==> src/rtl/core/lgs_pkg.sv <==
// Shared types, constants and the B3/S23 rule for the life generation stencil.
// Used by every module of the block; depends on nothing.
package lgs_pkg;

  localparam int MAX_COLS   = 1024;
  localparam int COL_W      = $clog2(MAX_COLS);
  localparam int ROW_W      = 16;
  localparam int CFG_COLS_W = 11;
  localparam int CFG_IDX_W  = 1;
  localparam int CFG_DATA_W = 16;
  localparam int IN_W       = 8;
  localparam int OUT_W      = 32;
  localparam int OUT_USED_W = 1 + ROW_W + COL_W;

  localparam logic [CFG_IDX_W-1:0] REG_GRID_ROWS = 1'd0;
  localparam logic [CFG_IDX_W-1:0] REG_GRID_COLS = 1'd1;

  // Result slots of one item, in release order.
  localparam logic [1:0] SLOT_UPPER_LEFT = 2'd0;
  localparam logic [1:0] SLOT_UPPER_END  = 2'd1;
  localparam logic [1:0] SLOT_CUR_LEFT   = 2'd2;
  localparam logic [1:0] SLOT_CUR_END    = 2'd3;

  typedef struct packed {
    logic [ROW_W-1:0] row;
    logic [COL_W-1:0] col;
    logic             last_row;
    logic             row_end;
    logic             alive;
  } lgs_item_t;

  typedef struct packed {
    logic             en;
    logic [COL_W-1:0] addr;
    logic             up;
    logic             mid;
  } lgs_wr_t;

  typedef struct packed {
    logic [3:0]       mask;
    logic [3:0]       alive;
    logic [ROW_W-1:0] row;
    logic [COL_W-1:0] col;
  } lgs_res_t;

  // Bits 0..8 hold three columns of three cells; bit 4 is the center.
  function automatic logic life_rule(logic [8:0] win);
    logic [3:0] sum;
    sum = 4'd0;
    for (int i = 0; i < 9; i++) begin
      if (i != 4) begin
        sum = sum + {3'd0, win[i]};
      end
    end
    return (sum == 4'd3) || (win[4] && (sum == 4'd2));
  endfunction

endpackage

==> src/rtl/core/lgs_line_buf.sv <==
// Two row stores (upper and middle row) with registered read and write bypass.
// Cleared by a sweep after reset. Depends on lgs_pkg.
module lgs_line_buf
  import lgs_pkg::*;
(
  input  logic             clk,
  input  logic             rst,
  input  logic             rd_en,
  input  logic [COL_W-1:0] rd_addr,
  input  lgs_wr_t          wr,
  output logic             busy,
  output logic             up,
  output logic             mid
);

  logic             upper_mem  [MAX_COLS];
  logic             middle_mem [MAX_COLS];
  logic [COL_W:0]   clr_cnt;
  logic             bypass;

  assign busy   = (clr_cnt != MAX_COLS[COL_W:0]);
  assign bypass = wr.en && (wr.addr == rd_addr);

  always_ff @(posedge clk) begin
    if (rst) begin
      clr_cnt <= '0;
    end else if (busy) begin
      clr_cnt <= clr_cnt + 1'b1;
    end
  end

  always_ff @(posedge clk) begin
    if (busy) begin
      upper_mem[clr_cnt[COL_W-1:0]]  <= 1'b0;
      middle_mem[clr_cnt[COL_W-1:0]] <= 1'b0;
    end else if (wr.en) begin
      upper_mem[wr.addr]  <= wr.up;
      middle_mem[wr.addr] <= wr.mid;
    end
  end

  always_ff @(posedge clk) begin
    if (rd_en) begin
      up  <= bypass ? wr.up  : upper_mem[rd_addr];
      mid <= bypass ? wr.mid : middle_mem[rd_addr];
    end
  end

endmodule

==> src/rtl/core/lgs_window.sv <==
// Item stage: 3x3 window shift, B3/S23 evaluation of up to four cells and row store write-back.
// Depends on lgs_pkg.
module lgs_window
  import lgs_pkg::*;
(
  input  logic      clk,
  input  logic      rst,
  input  logic      load,
  input  lgs_item_t item_in,
  input  logic      up,
  input  logic      mid,
  input  logic      res_free,
  output logic      busy_stage,
  output lgs_wr_t   wr,
  output logic      res_load,
  output lgs_res_t  res
);

  logic      valid;
  lgs_item_t item;
  logic      fire;
  logic [8:0] window;
  logic [8:0] window_next;
  logic       up_e;
  logic       mid_e;
  logic [2:0] newcol;
  logic [2:0] ca;
  logic [2:0] cb;
  logic [2:0] cc;
  logic       upper_ok;
  logic       left_ok;

  assign fire       = valid && res_free;
  assign busy_stage = valid && !res_free;

  always_ff @(posedge clk) begin
    if (rst) begin
      valid <= 1'b0;
    end else if (load) begin
      valid <= 1'b1;
    end else if (fire) begin
      valid <= 1'b0;
    end
  end

  always_ff @(posedge clk) begin
    if (load) begin
      item <= item_in;
    end
  end

  always_ff @(posedge clk) begin
    if (rst) begin
      window <= '0;
    end else if (fire) begin
      window <= window_next;
    end
  end

  always_comb begin
    upper_ok    = (item.row != '0);
    left_ok     = (item.col != '0);
    up_e        = upper_ok && up;
    mid_e       = upper_ok && mid;
    newcol      = {item.alive, mid_e, up_e};
    window_next = left_ok ? {newcol, window[8:3]} : {newcol, 6'd0};
    ca          = window_next[2:0];
    cb          = window_next[5:3];
    cc          = window_next[8:6];

    res.mask[SLOT_UPPER_LEFT] = upper_ok && left_ok;
    res.mask[SLOT_UPPER_END]  = upper_ok && item.row_end;
    res.mask[SLOT_CUR_LEFT]   = item.last_row && left_ok;
    res.mask[SLOT_CUR_END]    = item.last_row && item.row_end;

    res.alive[SLOT_UPPER_LEFT] = life_rule(window_next);
    res.alive[SLOT_UPPER_END]  = life_rule({3'd0, cc, cb});
    res.alive[SLOT_CUR_LEFT]   = life_rule({1'b0, cc[2:1], 1'b0, cb[2:1], 1'b0, ca[2:1]});
    res.alive[SLOT_CUR_END]    = life_rule({3'd0, 1'b0, cc[2:1], 1'b0, cb[2:1]});
    res.row = item.row;
    res.col = item.col;

    wr.en   = fire;
    wr.addr = item.col;
    wr.up   = mid_e;
    wr.mid  = item.alive;
  end

  assign res_load = fire;

endmodule

==> src/rtl/core/lgs_result_reg.sv <==
// Result register: holds the cells released by one item and sends them one beat at a time.
// Depends on lgs_pkg.
module lgs_result_reg
  import lgs_pkg::*;
(
  input  logic             clk,
  input  logic             rst,
  input  logic             load,
  input  lgs_res_t         res_in,
  input  logic             tready,
  output logic             tvalid,
  output logic [OUT_W-1:0] tdata,
  output logic             tlast,
  output logic             res_free
);

  logic [3:0]       mask;
  logic [3:0]       alive;
  logic [ROW_W-1:0] row;
  logic [COL_W-1:0] col;
  logic [3:0]       mask_drop;
  logic             beat;
  logic [1:0]       slot;
  logic [ROW_W-1:0] row_out;
  logic [COL_W-1:0] col_out;

  assign tvalid    = (mask != 4'd0);
  assign beat      = tvalid && tready;
  assign mask_drop = mask & (mask - 4'd1);
  assign res_free  = !tvalid || (beat && (mask_drop == 4'd0));

  always_ff @(posedge clk) begin
    if (rst) begin
      mask <= '0;
    end else if (load) begin
      mask <= res_in.mask;
    end else if (beat) begin
      mask <= mask_drop;
    end
  end

  always_ff @(posedge clk) begin
    if (load) begin
      alive <= res_in.alive;
      row   <= res_in.row;
      col   <= res_in.col;
    end
  end

  always_comb begin
    if (mask[SLOT_UPPER_LEFT]) begin
      slot = SLOT_UPPER_LEFT;
    end else if (mask[SLOT_UPPER_END]) begin
      slot = SLOT_UPPER_END;
    end else if (mask[SLOT_CUR_LEFT]) begin
      slot = SLOT_CUR_LEFT;
    end else begin
      slot = SLOT_CUR_END;
    end
    row_out = (slot == SLOT_UPPER_LEFT || slot == SLOT_UPPER_END) ? row - 1'b1 : row;
    col_out = (slot == SLOT_UPPER_LEFT || slot == SLOT_CUR_LEFT) ? col - 1'b1 : col;
    tdata   = {{(OUT_W - OUT_USED_W){1'b0}}, col_out, row_out, alive[slot]};
    tlast   = tvalid && (slot == SLOT_CUR_END);
  end

endmodule

==> src/rtl/core/life_generation_stencil.sv <==
// Top level of the Game of Life B3/S23 next-generation stencil.
// Holds the configuration registers and the raster position; instantiates
// lgs_line_buf, lgs_window and lgs_result_reg. Depends on lgs_pkg.
//
// Cells of one generation enter on the s_axis channel, one per beat, in raster
// order over grid_rows x grid_cols. Each beat releases zero to four finished
// next-generation cells on the m_axis channel, one per beat, each with its
// row and column; tlast marks the last cell of the frame. Cells outside the
// grid are dead, so the grid does not wrap.
// A cell is accepted every cycle while each beat releases at most one result
// and m_axis_tready is high. A beat that releases several results holds the
// input while the single result register drains them, one result per cycle
// while m_axis_tready is high. An input beat passes the item stage and result
// register before its first result beat. After reset the block sweeps both
// 1024-entry row stores to zero, one entry per cycle; s_axis_tready stays low
// during the sweep. Configuration writes are taken at any time but belong only
// where the block is idle. When m_axis_tready is low the result holds, and
// the block keeps taking input until item stage and result register are full.
module life_generation_stencil
  import lgs_pkg::*;
(
  input  logic                  clk,
  input  logic                  rst,
  input  logic                  s_axis_tvalid,
  output logic                  s_axis_tready,
  input  logic [IN_W-1:0]       s_axis_tdata,   // [0] cell_alive
  output logic                  m_axis_tvalid,
  input  logic                  m_axis_tready,
  output logic [OUT_W-1:0]      m_axis_tdata,   // [0] next_alive, [16:1] out_row, [26:17] out_col
  output logic                  m_axis_tlast,
  input  logic                  cfg_wr_en,
  input  logic [CFG_IDX_W-1:0]  cfg_index,
  input  logic [CFG_DATA_W-1:0] cfg_wdata
);

  logic [ROW_W-1:0]      grid_rows;
  logic [CFG_COLS_W-1:0] grid_cols;
  logic [ROW_W-1:0]      row_position;
  logic [COL_W-1:0]      col_position;
  logic [ROW_W-1:0]      rows_m1;
  logic [CFG_COLS_W-1:0] cols_m1_wide;
  logic [COL_W-1:0]      cols_m1;
  logic [ROW_W-1:0]      cur_row;
  logic [COL_W-1:0]      cur_col;
  logic                  accept;
  logic                  lb_busy;
  logic                  stage_busy;
  logic                  res_free;
  logic                  res_load;
  logic                  lb_up;
  logic                  lb_mid;
  lgs_item_t             item_in;
  lgs_wr_t               wr;
  lgs_res_t              res;

  always_ff @(posedge clk) begin
    if (rst) begin
      grid_rows <= ROW_W'(1);
      grid_cols <= CFG_COLS_W'(1);
    end else if (cfg_wr_en) begin
      case (cfg_index)
        REG_GRID_ROWS: grid_rows <= cfg_wdata[ROW_W-1:0];
        REG_GRID_COLS: grid_cols <= cfg_wdata[CFG_COLS_W-1:0];
        default: ;
      endcase
    end
  end

  always_comb begin
    rows_m1 = (grid_rows == '0) ? '0 : grid_rows - 1'b1;
    if (grid_cols == '0) begin
      cols_m1_wide = '0;
    end else if (grid_cols > CFG_COLS_W'(MAX_COLS)) begin
      cols_m1_wide = CFG_COLS_W'(MAX_COLS - 1);
    end else begin
      cols_m1_wide = grid_cols - 1'b1;
    end
    cols_m1 = cols_m1_wide[COL_W-1:0];
    cur_row = (row_position > rows_m1) ? rows_m1 : row_position;
    cur_col = (col_position > cols_m1) ? cols_m1 : col_position;

    item_in.row      = cur_row;
    item_in.col      = cur_col;
    item_in.last_row = (cur_row == rows_m1);
    item_in.row_end  = (cur_col == cols_m1);
    item_in.alive    = s_axis_tdata[0];
  end

  assign s_axis_tready = !lb_busy && !stage_busy;
  assign accept        = s_axis_tvalid && s_axis_tready;

  always_ff @(posedge clk) begin
    if (rst) begin
      row_position <= '0;
      col_position <= '0;
    end else if (accept) begin
      if (item_in.row_end) begin
        col_position <= '0;
        row_position <= item_in.last_row ? '0 : cur_row + 1'b1;
      end else begin
        col_position <= cur_col + 1'b1;
        row_position <= cur_row;
      end
    end
  end

  lgs_line_buf u_line_buf (
    .clk     (clk),
    .rst     (rst),
    .rd_en   (accept),
    .rd_addr (cur_col),
    .wr      (wr),
    .busy    (lb_busy),
    .up      (lb_up),
    .mid     (lb_mid)
  );

  lgs_window u_window (
    .clk        (clk),
    .rst        (rst),
    .load       (accept),
    .item_in    (item_in),
    .up         (lb_up),
    .mid        (lb_mid),
    .res_free   (res_free),
    .busy_stage (stage_busy),
    .wr         (wr),
    .res_load   (res_load),
    .res        (res)
  );

  lgs_result_reg u_result_reg (
    .clk      (clk),
    .rst      (rst),
    .load     (res_load),
    .res_in   (res),
    .tready   (m_axis_tready),
    .tvalid   (m_axis_tvalid),
    .tdata    (m_axis_tdata),
    .tlast    (m_axis_tlast),
    .res_free (res_free)
  );

endmodule

==> config.mk <==
export PLATFORM = sky130hd
export DESIGN_NAME = life_generation_stencil
export DESIGN_NICKNAME = d
export VERILOG_FILES = /design/src/rtl/core/lgs_pkg.sv /design/src/rtl/core/lgs_line_buf.sv /design/src/rtl/core/lgs_window.sv /design/src/rtl/core/lgs_result_reg.sv /design/src/rtl/core/life_generation_stencil.sv
export SDC_FILE = /design/constraint.sdc
export NUM_CORES = 2
export LEC_CHECK = 0
export BUFFER_PORTS_ARGS = -buffer_cell sky130_fd_sc_hd__buf_2
export CORE_MARGIN = 2
export CORE_UTILIZATION = 55
export CTS_BUF_LIST = sky130_fd_sc_hd__clkbuf_4
export DETAILED_ROUTE_END_ITERATION = 10
export MAX_ROUTING_LAYER = met4
export PLACE_DENSITY = 0.8
export SLEW_MARGIN = 25
export SYNTH_ARGS = -nofsm -noshare
export SYNTH_HDL_FRONTEND = slang
export SYNTH_SLANG_ARGS = --single-unit
==> constraint.sdc <==
create_clock -name clk -period 106.3 [get_ports clk]
set_clock_uncertainty 0.15 [all_clocks]
set_input_delay 31.89 -clock clk [delete_from_list [all_inputs] [get_ports clk]]
set_output_delay 31.89 -clock clk [all_outputs]
set_load 0.02 [all_outputs]
==> load_flow_metrics.sql <==
INSERT INTO impl_metrics (metric_group, metric, value, unit) VALUES
('floorplanning', 'rows', '150', ''),
('worst_setup_path', 'critPathMostFrequentCell', 'sky130_fd_sc_hd__buf_2', ''),
('global_route', 'track_usage', '0.328', ''),
('final_layout', 'layout_overhead_on_the_synthesized_area', '9.43', '%'),
('worst_setup_path', 'r2r_setup_slack', '95.10', 'ns'),
('power_and_ir_drop', 'leakagePower', '0.0375', 'uW'),
('synth', 'netlist.top_cell.by_area', 'sky130_fd_sc_hd__edfxtp_1', ''),
('cts', 'clk_transition_reported_paths', '0.07', 'ns'),
('global_route', 'first_global_vias', '62891', ''),
('cts', 'ctsHtreeMaxLevel', '6', ''),
('cts', 'numClockSinks', '2184', ''),
('synth', 'synthesis.instances', '7054', ''),
('job', 'drv.max_cap_violation_count', '0', ''),
('cts', 'cts_setup_buffers', '0', ''),
('floorplanning', 'die_outline_area', '172000', 'um^2'),
('global_route', 'grt-ovfl-total', '0', ''),
('worst_setup_path', 'max_stage_delay', '0.21', 'ns'),
('worst_setup_path', 'critical_path.reg2reg.startpoint', 'grid_cols[0]$_SDFFE_PP1P_', ''),
('floorplanning', 'core_region_area', '167000', 'um^2'),
('run_status', 'run_status', 'completed', ''),
('hold_path', 'hold_path_startpoint', 'u_window.res[21]$_DFFE_PP_', ''),
('worst_setup_path', 'path_delay_family', 'buffers and inverters', ''),
('sta', 'post-route-period-util', '0.609', ''),
('cts', 'post_cts_resize_count', '0', ''),
('sta', 'timing.final.crit_period', '64.71', 'ns'),
('synth', 'synth_warnings', '0', ''),
('cts', 'clock_tree.root_cell', 'sky130_fd_sc_hd__clkbuf_4', ''),
('synth', 'synth_async_sr_flop_share', '0', ''),
('placed_design', 'gp_congestion', '0.935', ''),
('worst_setup_path', 'critPathMaxFanout', '5', ''),
('global_route', 'number_of_antenna_violations_at_the_first_check_in_global_routing', '17', ''),
('synth', 'synthesis.area_per_instance', '13.2', 'um^2'),
('worst_setup_path', 'crit_path_end_kind', 'primary output', ''),
('cts', 'clk_path_buf_depth', '4', ''),
('sta', 'setup_violations', '0', ''),
('floorplanning', 'ioPinCount', '65', ''),
('global_route', 'wire_length_of_the_first_global_routing_pass', '401000', 'um'),
('sta', 'report.final.hold_viol_count', '0', ''),
('worst_setup_path', 'timing.critical_path.required', '74.26', 'ns'),
('worst_setup_path', 'worst-endpoint-arrival', '32.67', 'ns'),
('sta', 'max_freq', '15.5', 'MHz'),
('worst_setup_path', 'cpMaxStageDelayCell', 'sky130_fd_sc_hd__buf_2', ''),
('power_and_ir_drop', 'worst_supply_voltage_drop_on_vdd', '0.0129', 'mV'),
('synth', 'synth-edff-count', '2109', ''),
('synth', 'synth.ff_latch_count', '2184', ''),
('cts', 'cts_hold_buf', '0', ''),
('floorplanning', 'initial_utilization', '0.554', ''),
('global_route', 'grt_max_degree', '289', ''),
('sta', 'final_max_slew_viol_count', '0', ''),
('synth', 'netlist_top_cells_count', 'sky130_fd_sc_hd__edfxtp_1, sky130_fd_sc_hd__nand2_1, sky130_fd_sc_hd__nor2_1, sky130_fd_sc_hd__nand3_1, sky130_fd_sc_hd__clkbuf_1', ''),
('synth', 'synth_top_area_frac', '0.682', ''),
('synth', 'synth_cell_types', '83', ''),
('synth', 'yosys_most_used_dff', 'sky130_fd_sc_hd__edfxtp_1', ''),
('floorplanning', 'die_y', '415', 'um'),
('synth', 'yosysSeqAreaShare', '0.699', ''),
('sta', 'total_neg_setup_slack', '0', 'ns'),
('final_layout', 'final_layout_size_suffix_gt1_frac', '0.177', ''),
('worst_setup_path', 'worst-path-stages', '5', ''),
('cts', 'numCtsBuffers', '551', ''),
('worst_setup_path', 'crit_path_cells', 'buf_2, o21ai_0, and2_1, a21oi_1, buf_2', ''),
('detailed_routing', 'remaining_drc_errors', '0', ''),
('detailed_routing', 'vias', '64888', ''),
('power_and_ir_drop', 'power-per-cell-area', '16.3', 'nW/um^2'),
('placed_design', 'port_buffers', '52', ''),
('sta', 'grt_setup_unrepaired', 'no', ''),
('detailed_routing', 'drt_pre_antenna_iters', '9', ''),
('hold_path', 'worst_hold_path_cells', '0', ''),
('synth', 'syn-cell-area', '92800', 'um^2'),
('power_and_ir_drop', 'finalPower', '1650', 'uW'),
('hold_path', 'holdCritPathClass', 'register to register', ''),
('detailed_routing', 'drt_iter0_markers', '12573', '');
==> worst register-to-register path, stage by stage (launching register included) <==
cell and delay, ns:
sky130_fd_sc_hd__dfxtp_1 0.36, sky130_fd_sc_hd__inv_1 0.11, sky130_fd_sc_hd__ha_1 0.20, sky130_fd_sc_hd__or4b_1 0.56, sky130_fd_sc_hd__nor3_1 0.22, sky130_fd_sc_hd__a31oi_1 0.05, sky130_fd_sc_hd__o21ai_0 0.51, sky130_fd_sc_hd__ha_1 0.39
sky130_fd_sc_hd__a21oi_1 0.19, sky130_fd_sc_hd__o211ai_1 0.22, sky130_fd_sc_hd__o311a_1 0.64, sky130_fd_sc_hd__a211oi_4 0.55, sky130_fd_sc_hd__buf_4 0.70, sky130_fd_sc_hd__buf_4 0.74, sky130_fd_sc_hd__buf_4 0.78, sky130_fd_sc_hd__buf_4 0.79
sky130_fd_sc_hd__buf_4 0.87, sky130_fd_sc_hd__mux4_2 0.69, sky130_fd_sc_hd__mux2i_1 0.18, sky130_fd_sc_hd__nor3_1 0.07, sky130_fd_sc_hd__a2111oi_0 0.69, sky130_fd_sc_hd__a32oi_1 0.24, sky130_fd_sc_hd__a311oi_1 0.51, sky130_fd_sc_hd__nor3_1 0.23
sky130_fd_sc_hd__or3_1 0.38
==> flip-flops by register name (all words and copies together) (netlist names) <==
| register | cells |
|---|---|
| u_line_buf.middle_mem | 1024 |
| u_line_buf.upper_mem | 1024 |
| u_window.res | 26 |
| grid_rows | 16 |
| row_position | 16 |
| u_result_reg.row | 16 |
| grid_cols | 11 |
| u_line_buf.clr_cnt | 11 |
| col_position | 10 |
| u_result_reg.col | 10 |
| u_window.window | 6 |
| u_result_reg.alive | 4 |
| u_result_reg.mask | 4 |
| u_window.item | 2 |
| u_line_buf.mid | 1 |
| u_line_buf.up | 1 |
| u_window.valid | 1 |
| u_window.wr | 1 |
==> power breakdown <==
group	switching [uW]	internal, uW
logic	38.1	12.3
clock network	330	341
registers	1.01	929
total	369	1280
==> cells in the final DEF (no fill, tap or decap), types with 37 or more instances in the layout <==
cell / count
sky130_fd_sc_hd__clkinv_1: 97
sky130_fd_sc_hd__ha_1: 41
sky130_fd_sc_hd__nand2_1: 1142
sky130_fd_sc_hd__a21oi_1: 203
sky130_fd_sc_hd__dfxtp_1: 75
sky130_fd_sc_hd__xnor2_1: 59
sky130_fd_sc_hd__nor2_1: 1141
sky130_fd_sc_hd__buf_4: 138
sky130_fd_sc_hd__a22oi_1: 50
sky130_fd_sc_hd__xor2_1: 37
sky130_fd_sc_hd__a31oi_1: 71
sky130_fd_sc_hd__clkbuf_4: 761
sky130_fd_sc_hd__nand3_1: 504
sky130_fd_sc_hd__buf_2: 52
sky130_fd_sc_hd__mux4_2: 234
sky130_fd_sc_hd__o21ai_0: 68
sky130_fd_sc_hd__mux2i_1: 111
sky130_fd_sc_hd__nand4_1: 69
sky130_fd_sc_hd__nor4_1: 37
sky130_fd_sc_hd__nand2_2: 48
sky130_fd_sc_hd__nor3_1: 77
sky130_fd_sc_hd__edfxtp_1: 2109
sky130_fd_sc_hd__inv_1: 71
==> stage by stage <==
| step | instance area, um^2 | hold WS (ns) | setup WS [ns] | cells |
|---|---|---|---|---|
| after floorplan | 92800 | 0.277 | 41.77 | 7058 |
| after global placement | 94900 | 0.282 | 41.57 | 8950 |
| after detailed placement | 95000 | 0.289 | 41.59 | 8951 |
| after CTS | 101000 | 0.278 | 41.59 | 9842 |
| after global routing | 102000 | 0.313 | 41.48 | 9871 |
| final | 102000 | 0.277 | 41.59 | 9880 |
==> layout make-up <==
class / instances / area, um^2
repair buffers: 206 / 1580
fillers: 12083 / 65800
diodes: 35 / 87.6
well taps: 2204 / 2760
inverters: 78 / 327
multi-input cells: 4282 / 25600
flip-flops and latches: 2184 / 64800
clock buffers: 761 / 5710
clock inverters: 130 / 649
==> routing by layer <==
metal	wire length [um]	share of wire	up-vias	global-route usage
met5	0	0	-	-
met4	20300	0.073	0	0.211
met3	45700	0.16	1268	0.117
met2	123000	0.44	5943	0.468
met1	89500	0.32	30930	0.396
li1	-	-	26747	-
==> worst paths after layout <==
| kind | endpoint |
|---|---|
| min | u_result_reg.row[11]$_DFFE_PP_ |
| max reg2reg | u_line_buf.up$_DFFE_PP_ |
| max | s_axis_tready |
| min reg2reg | u_result_reg.row[11]$_DFFE_PP_ |
==> cells by family after synthesis <==
logic type | after synthesis | synth area share
adder cells (fa/ha/maj) | 53 | 0.00782
buffers and inverters | 592 | 0.0293
AO/OA/AOI/OAI | 601 | 0.0419
multiplexers | 353 | 0.0700
XOR/XNOR | 96 | 0.00906
other | 1 | 0.0000404
flip-flops | 2184 | 0.699
AND/OR/NAND/NOR | 3174 | 0.143
Power figures use the tool's default switching activity.
